### src/rtl/ecfm_pkg.sv
// ----------------------------------------------------------------------------
// ecfm_pkg
// Shared codes and types of the fan-control mailbox: transaction phases,
// command, op and selector bytes, the status bit, bus access kinds and ports, byte positions, version reset.
// ----------------------------------------------------------------------------
package ecfm_pkg;

    // Transaction phase of the command/data sequence.
    typedef enum logic [2:0] {
        PH_IDLE   = 3'd0,
        PH_PREFIX = 3'd1,
        PH_PROBE  = 3'd2,
        PH_TABLE  = 3'd3
    } t_phase;

    // Bytes seen on the command port.
    localparam logic [7:0] PFX_BYTE   = 8'hFF;
    localparam logic [7:0] CMD_PROBE  = 8'hBB;
    localparam logic [7:0] CMD_TABLE  = 8'hDD;

    // Bytes seen on the data port.
    localparam logic [7:0] PROBE_Q    = 8'h50;
    localparam logic [7:0] OP_READ    = 8'h02;
    localparam logic [7:0] OP_WRITE   = 8'h82;
    localparam logic [7:0] SEL_MANUAL = 8'h31;
    localparam logic [7:0] SEL_INDEX  = 8'h32;
    localparam logic [7:0] SEL_DUTY   = 8'h35;

    // Status byte bit: output buffer full.
    localparam logic [7:0] ST_OBF     = 8'h01;

    // Bus access kind and port.
    localparam logic MODE_READ  = 1'b0;
    localparam logic MODE_WRITE = 1'b1;
    localparam logic PORT_DATA  = 1'b0;
    localparam logic PORT_CMD   = 1'b1;

    // Position of the table transaction's data byte.
    localparam logic [1:0] BC_OP  = 2'd0;
    localparam logic [1:0] BC_SEL = 2'd1;
    localparam logic [1:0] BC_ARG = 2'd2;

    localparam logic [7:0] VERSION_RESET = 8'h01;

endpackage

### src/rtl/ec_fan_mailbox_device.sv
// ----------------------------------------------------------------------------
// ec_fan_mailbox_device
// Device side of a two-port mailbox with per-fan manual flag and duty.
// ----------------------------------------------------------------------------
// Usage:
//   Input channel (i_valid / o_ready) carries one bus access per word:
//   i_mode (0 read, 1 write), i_port_sel (0 data, 1 status/command) and
//   i_wdata. Output channel (o_valid / i_ready) returns one word per
//   access: read data, the manual flag and duty of both fans after the
//   access, and a protocol error flag.
//   The whole decode and state update sits between the accept edge and
//   the result register. Throughput is one access per cycle; the result
//   register is the only stage, so the block takes a new access whenever
//   the result register is empty or being drained in the same cycle.
//   When the receiver stalls, the held result stays put and o_ready drops
//   until it is taken; no access is lost or repeated.
//   Reset (i_rst_n low, synchronous) returns the sequencer to idle, clears
//   the fan index, flags, duties and output buffer, drops any pending
//   result and sets the interface version to 1. The user writes the
//   version (i_cfg_we / i_cfg_wdata) only while idle; it is not enforced.
// ----------------------------------------------------------------------------
module ec_fan_mailbox_device #(
    parameter int NUM_FANS = 2
) (
    input  logic       i_clk,
    input  logic       i_rst_n,
    // configuration
    input  logic       i_cfg_we,
    input  logic [7:0] i_cfg_wdata,
    // access channel
    input  logic       i_valid,
    output logic       o_ready,
    input  logic       i_mode,
    input  logic       i_port_sel,
    input  logic [7:0] i_wdata,
    // result channel
    output logic       o_valid,
    input  logic       i_ready,
    output logic [7:0] o_rdata,
    output logic       o_cpu_manual,
    output logic [7:0] o_cpu_duty,
    output logic       o_gpu_manual,
    output logic [7:0] o_gpu_duty,
    output logic       o_protocol_error
);

    // Highest legal fan index plus one, as a byte for the range check.
    localparam logic [7:0] FAN_LIMIT = 8'(NUM_FANS);

    // Sequencer and mailbox state.
    ecfm_pkg::t_phase r_phase, n_phase;
    logic [1:0] r_byte_count, n_byte_count;
    logic [7:0] r_op_code, n_op_code;
    logic [7:0] r_selector, n_selector;
    logic       r_fan_index, n_fan_index;
    logic       r_manual [0:NUM_FANS-1];
    logic       n_manual [0:NUM_FANS-1];
    logic [7:0] r_duty   [0:NUM_FANS-1];
    logic [7:0] n_duty   [0:NUM_FANS-1];
    logic [7:0] r_out_byte, n_out_byte;
    logic       r_out_full, n_out_full;
    logic [7:0] r_version;

    // Result register.
    logic       r_res_valid;
    logic [7:0] r_rdata, n_rdata;
    logic       r_err, n_err;
    logic       r_cpu_manual, r_gpu_manual, n_cpu_manual, n_gpu_manual;
    logic [7:0] r_cpu_duty, r_gpu_duty, n_cpu_duty, n_gpu_duty;

    logic       acc;
    logic       cmd_wr, data_wr;
    logic       sel_manual_q, sel_index_q;
    logic       cur_manual;
    logic [7:0] cur_duty;

    // Accept while the result register is empty or draining.
    assign o_ready = !r_res_valid || i_ready;
    assign acc     = i_valid && o_ready;

    assign cmd_wr  = (i_mode == ecfm_pkg::MODE_WRITE) && (i_port_sel == ecfm_pkg::PORT_CMD);
    assign data_wr = (i_mode == ecfm_pkg::MODE_WRITE) && (i_port_sel == ecfm_pkg::PORT_DATA);

    assign sel_manual_q = (r_selector == ecfm_pkg::SEL_MANUAL);
    assign sel_index_q  = (r_selector == ecfm_pkg::SEL_INDEX);

    // Flag and duty of the currently indexed fan.
    always_comb begin
        cur_manual = r_manual[0];
        cur_duty   = r_duty[0];
        for (int f = 1; f < NUM_FANS; f++) begin
            if (r_fan_index == f[0]) begin
                cur_manual = r_manual[f];
                cur_duty   = r_duty[f];
            end
        end
    end

    // Next phase and byte position. Reads never move the sequence.
    always_comb begin
        n_phase      = r_phase;
        n_byte_count = r_byte_count;
        if (cmd_wr) begin
            if (i_wdata == ecfm_pkg::PFX_BYTE) begin
                n_phase      = ecfm_pkg::PH_PREFIX;
                n_byte_count = '0;
            end else if (r_phase == ecfm_pkg::PH_PREFIX && i_wdata == ecfm_pkg::CMD_PROBE) begin
                n_phase      = ecfm_pkg::PH_PROBE;
                n_byte_count = '0;
            end else if (r_phase == ecfm_pkg::PH_PREFIX && i_wdata == ecfm_pkg::CMD_TABLE) begin
                n_phase      = ecfm_pkg::PH_TABLE;
                n_byte_count = '0;
            end else begin
                n_phase      = ecfm_pkg::PH_IDLE;
                n_byte_count = '0;
            end
        end else if (data_wr) begin
            n_phase      = ecfm_pkg::PH_IDLE;
            n_byte_count = '0;
            if (r_phase == ecfm_pkg::PH_TABLE) begin
                case (r_byte_count)
                    ecfm_pkg::BC_OP: begin
                        if (i_wdata == ecfm_pkg::OP_READ || i_wdata == ecfm_pkg::OP_WRITE) begin
                            n_phase      = ecfm_pkg::PH_TABLE;
                            n_byte_count = ecfm_pkg::BC_SEL;
                        end
                    end
                    ecfm_pkg::BC_SEL: begin
                        if (i_wdata == ecfm_pkg::SEL_MANUAL || i_wdata == ecfm_pkg::SEL_INDEX ||
                            i_wdata == ecfm_pkg::SEL_DUTY) begin
                            n_phase      = ecfm_pkg::PH_TABLE;
                            n_byte_count = ecfm_pkg::BC_ARG;
                        end
                    end
                    default: begin
                        n_phase      = ecfm_pkg::PH_IDLE;
                    end
                endcase
            end
        end
    end

    // Datapath: output buffer, table updates, error and read data.
    always_comb begin
        n_op_code   = r_op_code;
        n_selector  = r_selector;
        n_fan_index = r_fan_index;
        n_out_byte  = r_out_byte;
        n_out_full  = r_out_full;
        n_err       = 1'b0;
        n_rdata     = '0;
        for (int f = 0; f < NUM_FANS; f++) begin
            n_manual[f] = r_manual[f];
            n_duty[f]   = r_duty[f];
        end

        if (i_mode == ecfm_pkg::MODE_READ) begin
            if (i_port_sel == ecfm_pkg::PORT_CMD) begin
                n_rdata = r_out_full ? ecfm_pkg::ST_OBF : 8'h00;
            end else begin
                // pop the output byte; an empty pop returns the stale byte
                n_rdata    = r_out_byte;
                n_out_full = 1'b0;
            end
        end else if (i_port_sel == ecfm_pkg::PORT_CMD) begin
            if (i_wdata == ecfm_pkg::PFX_BYTE) begin
                // prefix always restarts; flag it if something was open
                n_err = (r_phase != ecfm_pkg::PH_IDLE);
            end else if (!(r_phase == ecfm_pkg::PH_PREFIX &&
                           (i_wdata == ecfm_pkg::CMD_PROBE || i_wdata == ecfm_pkg::CMD_TABLE))) begin
                n_err = 1'b1;
            end
        end else begin
            case (r_phase)
                ecfm_pkg::PH_PROBE: begin
                    if (i_wdata == ecfm_pkg::PROBE_Q) begin
                        n_out_byte = r_version;
                        n_out_full = 1'b1;
                    end else begin
                        n_err = 1'b1;
                    end
                end
                ecfm_pkg::PH_TABLE: begin
                    case (r_byte_count)
                        ecfm_pkg::BC_OP: begin
                            n_op_code = i_wdata;
                            n_err = !(i_wdata == ecfm_pkg::OP_READ ||
                                      i_wdata == ecfm_pkg::OP_WRITE);
                        end
                        ecfm_pkg::BC_SEL: begin
                            n_selector = i_wdata;
                            n_err = !(i_wdata == ecfm_pkg::SEL_MANUAL ||
                                      i_wdata == ecfm_pkg::SEL_INDEX ||
                                      i_wdata == ecfm_pkg::SEL_DUTY);
                        end
                        default: begin
                            // value byte: run the table access
                            if (r_op_code == ecfm_pkg::OP_WRITE) begin
                                if (sel_index_q) begin
                                    if (i_wdata >= FAN_LIMIT) begin
                                        n_err = 1'b1;
                                    end else begin
                                        n_fan_index = i_wdata[0];
                                    end
                                end else begin
                                    for (int f = 0; f < NUM_FANS; f++) begin
                                        if (r_fan_index == f[0]) begin
                                            if (sel_manual_q) begin
                                                n_manual[f] = |i_wdata;
                                            end else begin
                                                n_duty[f] = i_wdata;
                                            end
                                        end
                                    end
                                end
                            end else begin
                                n_out_full = 1'b1;
                                if (sel_index_q) begin
                                    n_out_byte = {7'b0, r_fan_index};
                                end else if (sel_manual_q) begin
                                    n_out_byte = {7'b0, cur_manual};
                                end else begin
                                    n_out_byte = cur_duty;
                                end
                            end
                        end
                    endcase
                end
                default: begin
                    // stray data byte outside a probe or table transaction
                    n_err = 1'b1;
                end
            endcase
        end
    end

    // Fan views after the update; the second fan reads zero when absent.
    assign n_cpu_manual = n_manual[0];
    assign n_cpu_duty   = n_duty[0];
    generate
        if (NUM_FANS > 1) begin : g_two_fans
            assign n_gpu_manual = n_manual[1];
            assign n_gpu_duty   = n_duty[1];
        end else begin : g_one_fan
            assign n_gpu_manual = 1'b0;
            assign n_gpu_duty   = '0;
        end
    endgenerate

    // Control and mailbox state.
    always_ff @(posedge i_clk) begin
        if (!i_rst_n) begin
            r_phase      <= ecfm_pkg::PH_IDLE;
            r_byte_count <= '0;
            r_op_code    <= '0;
            r_selector   <= '0;
            r_fan_index  <= 1'b0;
            r_out_byte   <= '0;
            r_out_full   <= 1'b0;
            r_version    <= ecfm_pkg::VERSION_RESET;
            r_res_valid  <= 1'b0;
            for (int f = 0; f < NUM_FANS; f++) begin
                r_manual[f] <= 1'b0;
                r_duty[f]   <= '0;
            end
        end else begin
            if (i_cfg_we) begin
                r_version <= i_cfg_wdata;
            end
            if (acc) begin
                r_phase      <= n_phase;
                r_byte_count <= n_byte_count;
                r_op_code    <= n_op_code;
                r_selector   <= n_selector;
                r_fan_index  <= n_fan_index;
                r_out_byte   <= n_out_byte;
                r_out_full   <= n_out_full;
                for (int f = 0; f < NUM_FANS; f++) begin
                    r_manual[f] <= n_manual[f];
                    r_duty[f]   <= n_duty[f];
                end
            end
            if (acc) begin
                r_res_valid <= 1'b1;
            end else if (i_ready) begin
                r_res_valid <= 1'b0;
            end
        end
    end

    // Result payload: load on accept, hold otherwise.
    always_ff @(posedge i_clk) begin
        if (acc) begin
            r_rdata      <= n_rdata;
            r_err        <= n_err;
            r_cpu_manual <= n_cpu_manual;
            r_cpu_duty   <= n_cpu_duty;
            r_gpu_manual <= n_gpu_manual;
            r_gpu_duty   <= n_gpu_duty;
        end
    end

    assign o_valid          = r_res_valid;
    assign o_rdata          = r_rdata;
    assign o_cpu_manual     = r_cpu_manual;
    assign o_cpu_duty       = r_cpu_duty;
    assign o_gpu_manual     = r_gpu_manual;
    assign o_gpu_duty       = r_gpu_duty;
    assign o_protocol_error = r_err;

endmodule
### config.mk
export PLATFORM = sky130hd
export DESIGN_NAME = ec_fan_mailbox_device
export DESIGN_NICKNAME = d
export VERILOG_FILES = /design/src/rtl/ecfm_pkg.sv /design/src/rtl/ec_fan_mailbox_device.sv
export SDC_FILE = /design/constraint.sdc
export NUM_CORES = 1
export LEC_CHECK = 0
export BUFFER_PORTS_ARGS = -buffer_cell sky130_fd_sc_hd__buf_2
export CORE_ASPECT_RATIO = 1.75
export CORE_MARGIN = 5
export CORE_UTILIZATION = 40
export DETAILED_ROUTE_END_ITERATION = 6
export PLACE_DENSITY = 0.67
export SETUP_SLACK_MARGIN = 0.3
export SYNTH_ARGS = -nofsm -noshare
export SYNTH_HDL_FRONTEND = slang
export SYNTH_SLANG_ARGS = --single-unit
### constraint.sdc
create_clock -name i_clk -period 2.11 [get_ports i_clk]
set_input_delay 0.422 -clock i_clk [delete_from_list [all_inputs] [get_ports i_clk]]
set_output_delay 0.422 -clock i_clk [all_outputs]
set_load 0.05 [all_outputs]
==> impl_results.rst, run 1 <==
.. list-table::
   :header-rows: 1

   * - Metric
     - Value
   * - Worst stage delay on the critical path
     - 0.56 ns
   * - Number of I/O port buffers
     - 51
   * - Number of buffer and inverter stages on the critical path
     - 2
   * - Area Growth Syn to Fin
     - 31.8%
   * - Area of all placed cells without fillers
     - 0.00526 sq mm
   * - Final Setup Violations
     - 0
   * - Number of nets still failing antenna checks after routing
     - 0
   * - Effective utilization at floorplan
     - 0.406
   * - Total power divided by cell area
     - slightly above 700 mW/mm^2
   * - Global router's overall resource usage
     - 0.166
   * - Crit path DAT
     - 2.17 ns
   * - Via density
     - 5.32
   * - Worst-skew pair later-pin latency
     - between 0.3 and 0.4 ns
   * - Actual slew at the worst max-slew pin
     - roughly 0.5 ns
   * - Most frequent cells in the layout
     - sky130_fd_sc_hd__buf_2 (51), sky130_fd_sc_hd__edfxtp_1 (45), sky130_fd_sc_hd__mux2i_1 (35), sky130_fd_sc_hd__nor2b_1 (33), sky130_fd_sc_hd__dfxtp_1 (33)
   * - Proportion of synthesized flip-flops having asynchronous set or reset
     - 0
   * - Die height
     - 142 um
   * - Number of instances in the synthesized netlist
     - between 300 and 400
   * - RSZ-0062 raised after global routing
     - true
   * - Floorplan die width
     - ~86 um
   * - Number of fillers in the final layout
     - between 800 and 900
   * - Cell area after placement
     - 0.00476 sq mm
   * - Ratio of final minimum period to clock period
     - 0.988
   * - Count of routing violations after the opening detailed-route iteration
     - 178
   * - Fmax
     - 480 MHz
   * - Wirelength per Cell
     - 17.4 um
   * - DRT Wirelength
     - ~9600 um
   * - Clock period minus final worst setup slack
     - 2.08 ns
   * - GP Congestion
     - 0.820
   * - Number of nets at the end of the flow
     - between 400 and 500
   * - Global-route wire length before repair
     - roughly 15,000 um
   * - Start-to-end type of the worst setup path
     - reg2reg
   * - Top Family by Delay on Critical Path
     - simple AND/OR/NAND/NOR gates
   * - Pleak
     - 2.29 nW
   * - CTS tree
     - yes
   * - End-of-flow core utilization
     - 0.534
   * - CP Cell Sequence
     - or4b_4, nor3_4, buf_6, nor3_4, buf_12, mux2_4, nor2b_4
   * - Floorplan die area
     - between 0.01 and 0.015 sq mm
   * - # clock sinks
     - 84
   * - Kind of start point of the critical path
     - register
   * - Count of pins on the block boundary
     - 52
   * - Number of buffers created by CTS
     - 9
   * - H-tree depth reported by CTS
     - 3
   * - Tightest Hold Check Type
     - in2reg
   * - Grt ovf
     - 0
   * - TritonRoute pass-1 iters
     - 4
   * - Syn Nets
     - 357
   * - Synth Area per Inst
     - 12.0 sq um
   * - Multi-input logic area
     - around 0.002 sq mm
   * - Crit path required time
     - 2.19 ns
   * - Hold Worst Slack
     - 0.298 ns
   * - Worst supply voltage drop on vdd
     - 411 uV
   * - Core footprint
     - 0.00985 sq mm
   * - Antenna violations before repair
     - 0
   * - DRC violations left
     - 0
   * - Standard-cell rows
     - 48
   * - Flip-flop cell with the highest count after synthesis
     - sky130_fd_sc_hd__edfxtp_1
   * - Area used by sequential logic in the layout
     - approximately 0.0021 sq mm
   * - Result of the run
     - complete, no violations
   * - Crit-path max FO
     - 8
   * - Most numerous cell on the critical path
     - sky130_fd_sc_hd__nor3_4
   * - Final Hold Viols
     - 0
   * - Crit path max-delay cell type
     - sky130_fd_sc_hd__or4b_4
   * - Clock-pin slew reported for the worst setup and hold paths after clock tree synthesis
     - approximately 0.06 ns
   * - Synthesized cell area
     - 0.00400 sq mm
   * - Half-perimeter wire length of the detailed placement result
     - 7050 um
   * - Relative slew margins
     - 0.667
   * - Share of post-route cells with drive strength above 1
     - 0.392
   * - Largest area contributor in the netlist
     - sky130_fd_sc_hd__edfxtp_1
   * - Portion of synthesized cell area occupied by the leading cell type
     - 0.338
   * - Number of flops mapped to enable cells by yosys
     - 45
   * - Synth Warn #
     - 0
   * - Root Buffer
     - sky130_fd_sc_hd__clkbuf_16
   * - Synth top area cells
     - sky130_fd_sc_hd__edfxtp_1 (34%), sky130_fd_sc_hd__dfxtp_1 (20%), sky130_fd_sc_hd__mux2i_1 (8.8%)
   * - Count of vias placed by the detailed router
     - 2,918
   * - Commonest non-fill, non-tap cell in the layout
     - sky130_fd_sc_hd__buf_2
   * - Final worst clock skew
     - 0.00597 ns
   * - Post-route total power
     - 3.81 mW
   * - Share of the yosys chip area belonging to registers
     - 0.534
   * - Kind of end point of the critical path
     - register
   * - Post-synthesis cell type count
     - slightly below 60
   * - Diode count
     - 0
   * - Vias in the first global route
     - 3,081
   * - #FFs+latches synth
     - 84
   * - Count of maximum capacitance violations
     - 0
   * - Max-slew violation count
     - 0
   * - Maximum clock insertion buffer count
     - 2
   * - Pin count of the biggest net entering global routing
     - 30
## worst paths after layout
path	start	endpoint	slack, ns	depth (start not counted)
setup / recovery	r_selector[3]	r_duty[0][3]	0.03	7
hold / removal	i_cfg_wdata[0]	r_version[0]	0.30	3
setup reg to reg	r_selector[3]	r_duty[0][3]	0.03	7
hold reg to reg	r_out_byte[7]	r_out_byte[7]	0.49	1
## timing repair
item	4_1_cts	5_1_grt
resized for setup	19	21
gates cloned	0	0
setup buffers	5	2
pin swaps	5	6
endpoints found under the setup margin	38	48
hold buffers	0	0
## routing by layer
metal / wire length [um] / track usage
met1: 3520 / 0.170
met2: 5210 / 0.304
met3: 374 / 0.0342
met4: 470 / 0.0976
met5: 0 / 0
## cell type report
cell class,instances,share of cell area
Timing Repair Buffer,93,0.126
Clock inverter,4,0.00951
Tap cell,125,0.0297
Multi-Input combinational cell,228,0.380
Inverter,3,0.00285
Clock buffer,12,0.0449
Sequential cell,84,0.407
## per-stage QoR
step	cells	setup slack [ns]	setup TNS, ns
3_5_place_dp	526	-0.116	-0.918
5_1_grt	549	-0.0379	-0.296
4_1_cts	547	0.0286	0
6_report	549	0.0262	0
3_3_place_gp	526	-0.133	-0.785
2_1_floorplan	334	-0.0479	-0.516
## where the power goes
part / total [mW] / switching (mW) / internal [mW]
registers: 1.83 / 0.0313 / 1.80
clock network: 1.51 / 0.599 / 0.915
logic: 0.460 / 0.289 / 0.171
## cells in the mapped netlist, types with 6 or more instances
| master | instances |
|---|---|
| sky130_fd_sc_hd__clkbuf_1 | 10 |
| sky130_fd_sc_hd__mux2i_1 | 35 |
| sky130_fd_sc_hd__o311ai_0 | 6 |
| sky130_fd_sc_hd__nor2b_1 | 39 |
| sky130_fd_sc_hd__o211a_1 | 8 |
| sky130_fd_sc_hd__nand2_1 | 19 |
| sky130_fd_sc_hd__nand2b_1 | 8 |
| sky130_fd_sc_hd__nor2_1 | 9 |
| sky130_fd_sc_hd__edfxtp_1 | 45 |
| sky130_fd_sc_hd__mux2_2 | 9 |
| sky130_fd_sc_hd__dfxtp_1 | 39 |
| sky130_fd_sc_hd__and2b_1 | 8 |
| sky130_fd_sc_hd__and2_1 | 9 |
| sky130_fd_sc_hd__mux2_4 | 8 |
## kinds of logic after synthesis
family                 count (synthesis)  share of synthesized area
buffers and inverters                 22                     0.0260
AO/OA/AOI/OAI                         41                     0.0824
AND/OR/NAND/NOR                      133                      0.210
multiplexers                          53                      0.146
XOR/XNOR                               1                    0.00219
flip-flops                            84                      0.534
## state kept, by name, summed over array words and instances (netlist names), 2 cells and up
name          count
r_phase           2
o_gpu_duty        8
r_manual          2
r_duty           16
o_rdata           8
r_byte_count      2
r_selector        8
r_out_byte        8
r_version         8
o_cpu_duty        8
r_op_code         8
## worst reg2reg max path, cell delays in order, from the launching register on
cell                      delay (ns)
sky130_fd_sc_hd__dfxtp_2        0.33
sky130_fd_sc_hd__or4b_4         0.56
sky130_fd_sc_hd__nor3_4         0.18
sky130_fd_sc_hd__buf_6          0.14
sky130_fd_sc_hd__nor3_4         0.04
sky130_fd_sc_hd__buf_12         0.16
sky130_fd_sc_hd__mux2_4         0.31
sky130_fd_sc_hd__nor2b_4        0.13
No activity file was read; power rests on OpenSTA's default activity.
==> run 2: changes to the inputs <==
ABC_AREA = 1   (was default)
GPL_TIMING_DRIVEN = 0   (was default)
==> impl_results.rst, run 2 <==
.. list-table::
   :header-rows: 1

   * - Metric
     - Value
   * - Result of the run
     - complete, no violations
   * - Floorplan die width
     - 85.4 um
   * - Syn Nets
     - 509
   * - Floorplan die area
     - 0.0121 sq mm
   * - End-of-flow core utilization
     - 0.491
   * - Number of nets still failing antenna checks after routing
     - 0
   * - Synth Area per Inst
     - around 8.2 sq um
   * - Reg with most FFs
     - r_duty
   * - Pleak
     - between 2 and 2.5 nW
   * - Vias in the first global route
     - 3,462
   * - Met2 Usage GRT
     - 0.323
   * - Count of maximum capacitance violations
     - 0
   * - Half-perimeter wire length of the detailed placement result
     - 7420 um
   * - Multi-input logic area
     - 0.00167 sq mm
   * - RSZ-0062 raised after global routing
     - true
   * - Critical path depth in cells
     - 5
   * - Standard-cell rows
     - 48
   * - Diode count
     - 0
   * - Area used by sequential logic in the layout
     - approximately 0.0021 sq mm
   * - Flip-flop cell with the highest count after synthesis
     - sky130_fd_sc_hd__edfxtp_1
   * - Worst hold stages
     - 3
   * - DRT Wirelength
     - 10,200 um
   * - Tightest Hold Check Type
     - in2reg
   * - Crit path DAT
     - around 1.8 ns
   * - Antenna violations before repair
     - 0
   * - Placement Setup Slack
     - -0.552 ns
   * - Fmax
     - 583 MHz
   * - Clock period minus final worst setup slack
     - 1.71 ns
   * - Kind of start point of the critical path
     - register
   * - Effective utilization at floorplan
     - 0.406
   * - Start-to-end type of the worst setup path
     - reg2reg
   * - Maximum clock insertion buffer count
     - 2
   * - Actual slew at the worst max-slew pin
     - 0.911 ns
   * - GP Congestion
     - 0.873
   * - Crit Reg-Reg Endpoint
     - r_duty[0][10]
   * - Synthesized cell area
     - 0.00398 sq mm
   * - Worst reg2reg setup slack
     - 0.40 ns
   * - Number of buffer and inverter stages on the critical path
     - 2
   * - Grt ovf
     - 0
   * - Number of fillers in the final layout
     - 942
   * - DRC violations left
     - 0
   * - Most Used Layer, Global Route
     - met2
   * - Cell with the most instances after synthesis
     - sky130_fd_sc_hd__nand2_1
   * - Max-slew violation count
     - 0
   * - Share of post-route cells with drive strength above 1
     - 0.206
   * - Number of buffers created by CTS
     - 9
   * - Global router's overall resource usage
     - 0.175
   * - Worst stage delay on the critical path
     - 0.44 ns
   * - Number of instances in the synthesized netlist
     - 486
   * - Hold Crit Start
     - i_cfg_wdata[0]
   * - Number of I/O port buffers
     - 50
   * - Count of pins on the block boundary
     - 52
   * - Area Growth Syn to Fin
     - 20.9%
   * - Relative slew margins
     - 0.393
   * - Number of nets at the end of the flow
     - 576
   * - Number of cells on the worst reg-to-reg path
     - 5
   * - Worst-skew pair later-pin latency
     - 0.34 ns
   * - Ratio of final minimum period to clock period
     - 0.812
   * - Portion of synthesized cell area occupied by the leading cell type
     - 0.340
   * - Final worst clock skew
     - 0.00400 ns
   * - Top Family by Delay on Critical Path
     - buffers and inverters
   * - Most frequent cells in the layout
     - sky130_fd_sc_hd__nand2_1 (157), sky130_fd_sc_hd__nor2_1 (63), sky130_fd_sc_hd__buf_2 (52), sky130_fd_sc_hd__edfxtp_1 (45), sky130_fd_sc_hd__inv_1 (39)
   * - Synth Warn #
     - 0
   * - #FFs+latches synth
     - 84
   * - Crit path max-delay cell type
     - sky130_fd_sc_hd__clkbuf_1
   * - Count of vias placed by the detailed router
     - around 3,500
   * - Share of the yosys chip area belonging to registers
     - 0.536
   * - Global-route met3 utilization
     - 0.0308
   * - Proportion of synthesized flip-flops having asynchronous set or reset
     - 0
   * - Die height
     - 142 um
   * - Max reg flops
     - 16
   * - Met1 routing resource usage after global routing
     - 0.176
   * - Commonest cells in the netlist
     - sky130_fd_sc_hd__nand2_1 (158), sky130_fd_sc_hd__nor2_1 (66), sky130_fd_sc_hd__edfxtp_1 (45)
   * - Count of routing violations after the opening detailed-route iteration
     - 358
   * - Final Hold Viols
     - 0
   * - Worst Hold Path EP
     - r_version[0]
   * - Core footprint
     - between 0.009 and 0.01 sq mm
   * - Crit-path max FO
     - 10
   * - Commonest non-fill, non-tap cell in the layout
     - sky130_fd_sc_hd__nand2_1
   * - Pin count of the biggest net entering global routing
     - 19
   * - # clock sinks
     - 84
   * - Worst supply voltage drop on vdd
     - about 480 uV
   * - Global-route wire length before repair
     - 16,400 um
   * - Post-synthesis cell type count
     - 26
   * - Clock-pin slew reported for the worst setup and hold paths after clock tree synthesis
     - 0.06 ns
   * - Post-cts hold buffer count
     - 0
   * - Number of flops mapped to enable cells by yosys
     - 45
   * - Total power divided by cell area
     - just under 800 mW/mm^2
   * - Via density
     - 5.17
   * - Largest area contributor in the netlist
     - sky130_fd_sc_hd__edfxtp_1
   * - Origin of the critical flop-to-flop path
     - r_fan_index
   * - CTS tree
     - yes
   * - Synth top area cells
     - sky130_fd_sc_hd__edfxtp_1 (34%), sky130_fd_sc_hd__dfxtp_1 (20%), sky130_fd_sc_hd__nand2_1 (15%)
   * - Kind of end point of the critical path
     - register
   * - Crit path required time
     - approximately 2.2 ns
   * - TritonRoute pass-1 iters
     - 5
   * - Wirelength per Cell
     - 15.0 um
   * - CP Cell Sequence
     - clkbuf_1, nand4_1, buf_6, nand2_1, a21oi_1
   * - Post-route total power
     - 3.78 mW
   * - Root Buffer
     - sky130_fd_sc_hd__clkbuf_16
   * - Final setup margin
     - 0.396 ns
   * - Final Setup Violations
     - 0
   * - H-tree depth reported by CTS
     - 3
   * - Total negative setup slack
     - 0 ns
[run 2: changes by cell type after synthesis, moves of 18 or more]
cell / before / now
sky130_fd_sc_hd__a21oi_1: 5 / 40
sky130_fd_sc_hd__inv_1: 3 / 40
sky130_fd_sc_hd__mux2i_1: 35 / 0
sky130_fd_sc_hd__nand2_1: 19 / 158
sky130_fd_sc_hd__nand3_1: 5 / 23
sky130_fd_sc_hd__nor2_1: 9 / 66
sky130_fd_sc_hd__nor2b_1: 39 / 0
sky130_fd_sc_hd__o21ai_0: 4 / 24
[run 2: cells by family (layout without fill, tap and decap cells)]
family          count (synthesis)  count (layout)  share of synthesized area
buf+inv                        56             127                     0.0591
flops                          84              84                      0.536
compound gates                 73              74                      0.102
simple gates                  273             273                      0.303
[run 2: power breakdown]
group / internal, mW / switching (mW) / total (mW) / leakage [nW]
clock network: 0.905 / 0.644 / 1.55 / 0.144
logic: 0.0886 / 0.307 / 0.396 / 1.28
registers: 1.80 / 0.0311 / 1.83 / 0.787
[run 2: final cells by class]
class | instances | area share
multi-input combinational | 347 | 0.348
tap | 125 | 0.0325
timing repair buffer | 55 | 0.0606
inverter | 44 | 0.0370
buffer | 12 | 0.0156
clock inverter | 4 | 0.00625
clock buffer | 12 | 0.0557
sequential | 84 | 0.445
[run 2: layer usage]
metal,up-vias,share of wire
li1,1723,-
met2,122,0.55
met1,1649,0.35
met3,36,0.053
met5,-,0
met4,0,0.047
[run 2: how the worst max path moves through the flow]
| stage | start | end |
|---|---|---|
| final | r_fan_index | r_duty[0][10] |
| after global routing | r_selector[3] | r_manual[0][0] |
| after CTS | r_op_code[1] | o_gpu_duty[4] |
| after detailed placement | i_ready | r_duty[0][14] |
| after global placement | i_ready | r_duty[0][8] |
| after floorplan | i_ready | r_selector[6] |
[run 2: tightest hold or removal path, delay by kind of cell]
family | cells | cell delay (ns)
buffers and inverters | 1 | 0.07
AND/OR/NAND/NOR | 2 | 0.10
[run 2: what timing repair did]
action	in CTS	in global routing
endpoints found under the hold margin	0	0
setup buffers	4	1
pin swaps	1	2
resized for setup	0	8
endpoints found under the setup margin	80	20
cloned	1	0
[run 2: metrics by stage]
| stage | instance area (sq um) | hold WS [ns] | instances |
|---|---|---|---|
| finish | 4810 | 0.284 | 683 |
| global route | 4810 | 0.307 | 683 |
| floorplan | 4040 | 0.429 | 486 |
| CTS | 4780 | 0.285 | 682 |
| global placement | 4440 | 0.458 | 661 |
| detailed placement | 4440 | 0.465 | 661 |
==> run 3: changes to the inputs <==
PLACE_DENSITY = 0.65   (was 0.67)
clock period = 1.8 ns   (was 2.11 ns; I/O delays follow)
==> impl_results.rst, run 3 (synthesized netlist as in run 2, its figures left out) <==
.. list-table::
   :header-rows: 1

   * - Metric
     - Value
   * - Clock-pin slew reported for the worst setup and hold paths after clock tree synthesis
     - 0.06 ns
   * - Vias in the first global route
     - 3,440
   * - Number of cells on the worst reg-to-reg path
     - 9
   * - Pin count of the biggest net entering global routing
     - 19
   * - Final worst clock skew
     - 0.00846 ns
   * - Start point of the critical path
     - r_op_code[0]
   * - Global-route met3 utilization
     - 0.0302
   * - Worst-skew pair later-pin latency
     - 0.34 ns
   * - Most numerous cell on the critical path
     - sky130_fd_sc_hd__nand2_2
   * - Multi-input logic area
     - 0.00197 sq mm
   * - Standard-cell rows
     - 48
   * - Area used by sequential logic in the layout
     - about 0.0021 sq mm
   * - Count of maximum capacitance violations
     - 0
   * - Wirelength per Cell
     - 15.4 um
   * - Worst stage delay on the critical path
     - 0.33 ns
   * - Actual slew at the worst max-slew pin
     - 0.579 ns
   * - RSZ-0062 raised after global routing
     - true
   * - Area Growth Syn to Fin
     - 34.7%
   * - Kind of start point of the critical path
     - register
   * - Total power divided by cell area
     - between 800 and 900 mW/mm^2
   * - Top Family by Delay on Critical Path
     - simple AND/OR/NAND/NOR gates
   * - Reg with most FFs
     - r_duty
   * - Effective utilization at floorplan
     - 0.406
   * - Global router's overall resource usage
     - 0.177
   * - Most Used Layer, Global Route
     - met2
   * - Non-filler cells in the finished layout
     - roughly 700
   * - Worst supply voltage drop on vdd
     - 540 uV
   * - Kind of end point of the critical path
     - register
   * - TritonRoute pass-1 iters
     - 5
   * - Share of post-route cells with drive strength above 1
     - 0.355
   * - Die height
     - 142 um
   * - End-of-flow core utilization
     - 0.547
   * - Max-slew violation count
     - 0
   * - Grt ovf
     - 0
   * - Core footprint
     - 0.00979 sq mm
   * - Met1 routing resource usage after global routing
     - 0.184
   * - Max reg flops
     - 16
   * - CP Cell Sequence
     - inv_2, nand2_2, nor3_2, nand2_2, nor2_4, nand2_4, nor2_8, nand2_1, a21oi_1
   * - Crit path DAT
     - between 1.5 and 2 ns
   * - Number of I/O port buffers
     - 50
   * - Root Buffer
     - sky130_fd_sc_hd__clkbuf_16
   * - Origin of the critical flop-to-flop path
     - r_op_code[0]
   * - Count of vias placed by the detailed router
     - 3,585
   * - # clock sinks
     - 84
   * - Half-perimeter wire length of the detailed placement result
     - 7300 um
   * - Pleak
     - 2.35 nW
   * - Most frequent cells in the layout
     - sky130_fd_sc_hd__nand2_1 (118), sky130_fd_sc_hd__nor2_1 (53), sky130_fd_sc_hd__buf_2 (51), sky130_fd_sc_hd__edfxtp_1 (45), sky130_fd_sc_hd__inv_1 (36)
   * - Crit path max-delay cell type
     - sky130_fd_sc_hd__dfxtp_2
   * - Number of fillers in the final layout
     - 890
   * - Floorplan die area
     - 0.0121 sq mm
   * - Count of pins on the block boundary
     - 52
   * - Via density
     - 5.11
   * - DRT Wirelength
     - about 11,000 um
   * - Fmax
     - 631 MHz
   * - Antenna violations before repair
     - 0
   * - Result of the run
     - complete, no violations
   * - Diode count
     - 0
   * - Tightest Hold Check Type
     - in2reg
   * - Commonest non-fill, non-tap cell in the layout
     - sky130_fd_sc_hd__nand2_1
   * - Crit path required time
     - 1.98 ns
   * - Number of nets at the end of the flow
     - 595
   * - Number of nets still failing antenna checks after routing
     - 0
   * - H-tree depth reported by CTS
     - 3
   * - Critical path depth in cells
     - 9
   * - Final Setup Violations
     - 0
   * - DRC violations left
     - 0
   * - Count of routing violations after the opening detailed-route iteration
     - 282
   * - Global-route wire length before repair
     - 16,700 um
   * - Met2 Usage GRT
     - 0.320
   * - Crit-path max FO
     - 8
   * - Worst reg2reg setup slack
     - between 0.2 and 0.25 ns
   * - Clock period minus final worst setup slack
     - approximately 1.6 ns
   * - Crit Reg-Reg Endpoint
     - r_duty[0][4]
   * - CTS tree
     - yes
   * - Final Hold Viols
     - 0
   * - Ratio of final minimum period to clock period
     - 0.881
   * - Floorplan die width
     - 85.4 um
   * - Hold Worst Slack
     - 0.227 ns
   * - Number of buffers created by CTS
     - 9
   * - Relative slew margins
     - 0.613
   * - Start-to-end type of the worst setup path
     - reg2reg
   * - Number of buffer and inverter stages on the critical path
     - 1
   * - Timing endpoint of the critical path
     - r_duty[0][4]
   * - Maximum clock insertion buffer count
     - 2
   * - Total placed cells including tap cells
     - between 600 and 700
   * - GP Congestion
     - 0.942
==> run 3: cell types whose count changed in the layout (fill, tap and decap cells not counted), moves of 10 or more <==
cell / delta
sky130_fd_sc_hd__nor2_1: -10
sky130_fd_sc_hd__nand2_1: -39
sky130_fd_sc_hd__buf_4: +10
sky130_fd_sc_hd__nand2_2: +25
sky130_fd_sc_hd__nand2_4: +13
==> run 3: layout make-up <==
class | instances | area share
inverters | 44 | 0.0325
repair buffers | 74 | 0.0953
multi-input cells | 347 | 0.367
clock inverters | 6 | 0.0126
plain buffers | 12 | 0.0159
clock buffers | 10 | 0.0467
well taps | 125 | 0.0292
flip-flops and latches | 84 | 0.401
==> run 3: where the power goes <==
| group | switching (mW) | internal, mW | leakage (nW) |
|---|---|---|---|
| Clock | 0.791 | 1.17 | 0.155 |
| Sequential | 0.0465 | 2.11 | 0.790 |
| Combinational | 0.378 | 0.131 | 1.41 |
| Total | 1.22 | 3.41 | 2.35 |
==> run 3: repair_timing <==
action	CTS	global route
setup buffers	12	9
hold endpoints to repair	0	0
endpoints found under the setup margin	111	97
hold buffers	0	0
cloned	3	1
gates resized for setup	65	64
pin swaps	10	22
==> run 3: metal layers <==
layer,wire (um),vias up
met5,0,-
met4,585,0
met3,452,34
met2,5930,110
met1,3860,1676
li1,-,1765
==> run 3: how the worst min path moves through the flow <==
| stage | from | to | slack [ns] | depth (start not counted) |
|---|---|---|---|---|
| finish | i_cfg_wdata[0] | r_version[0] | 0.23 | 3 |
| global route | i_cfg_wdata[0] | r_version[0] | 0.25 | 3 |
| CTS | i_cfg_wdata[0] | r_version[0] | 0.22 | 3 |
| detailed placement | r_version[0] | r_version[0] | 0.45 | 2 |
| global placement | r_version[0] | r_version[0] | 0.45 | 2 |
| floorplan | r_version[0] | r_version[0] | 0.43 | 2 |
==> run 3: tightest hold or removal path, stage by stage <==
cell and delay [ns]:
sky130_fd_sc_hd__buf_2 0.07, sky130_fd_sc_hd__nand2_1 0.04, sky130_fd_sc_hd__nand3_1 0.07
==> run 3: per-stage QoR <==
stage / power, mW / setup slack [ns] / instance area [sq um] / TNS (ns)
2_1_floorplan: 2.49 / -0.0854 / 4000 / -1.42
3_3_place_gp: 2.63 / -0.640 / 4410 / -30.70
3_5_place_dp: 2.64 / -0.766 / 4410 / -37.13
4_1_cts: 4.62 / 0.211 / 5050 / 0
5_1_grt: 4.77 / 0.0976 / 5360 / 0
6_report: 4.63 / 0.215 / 5360 / 0
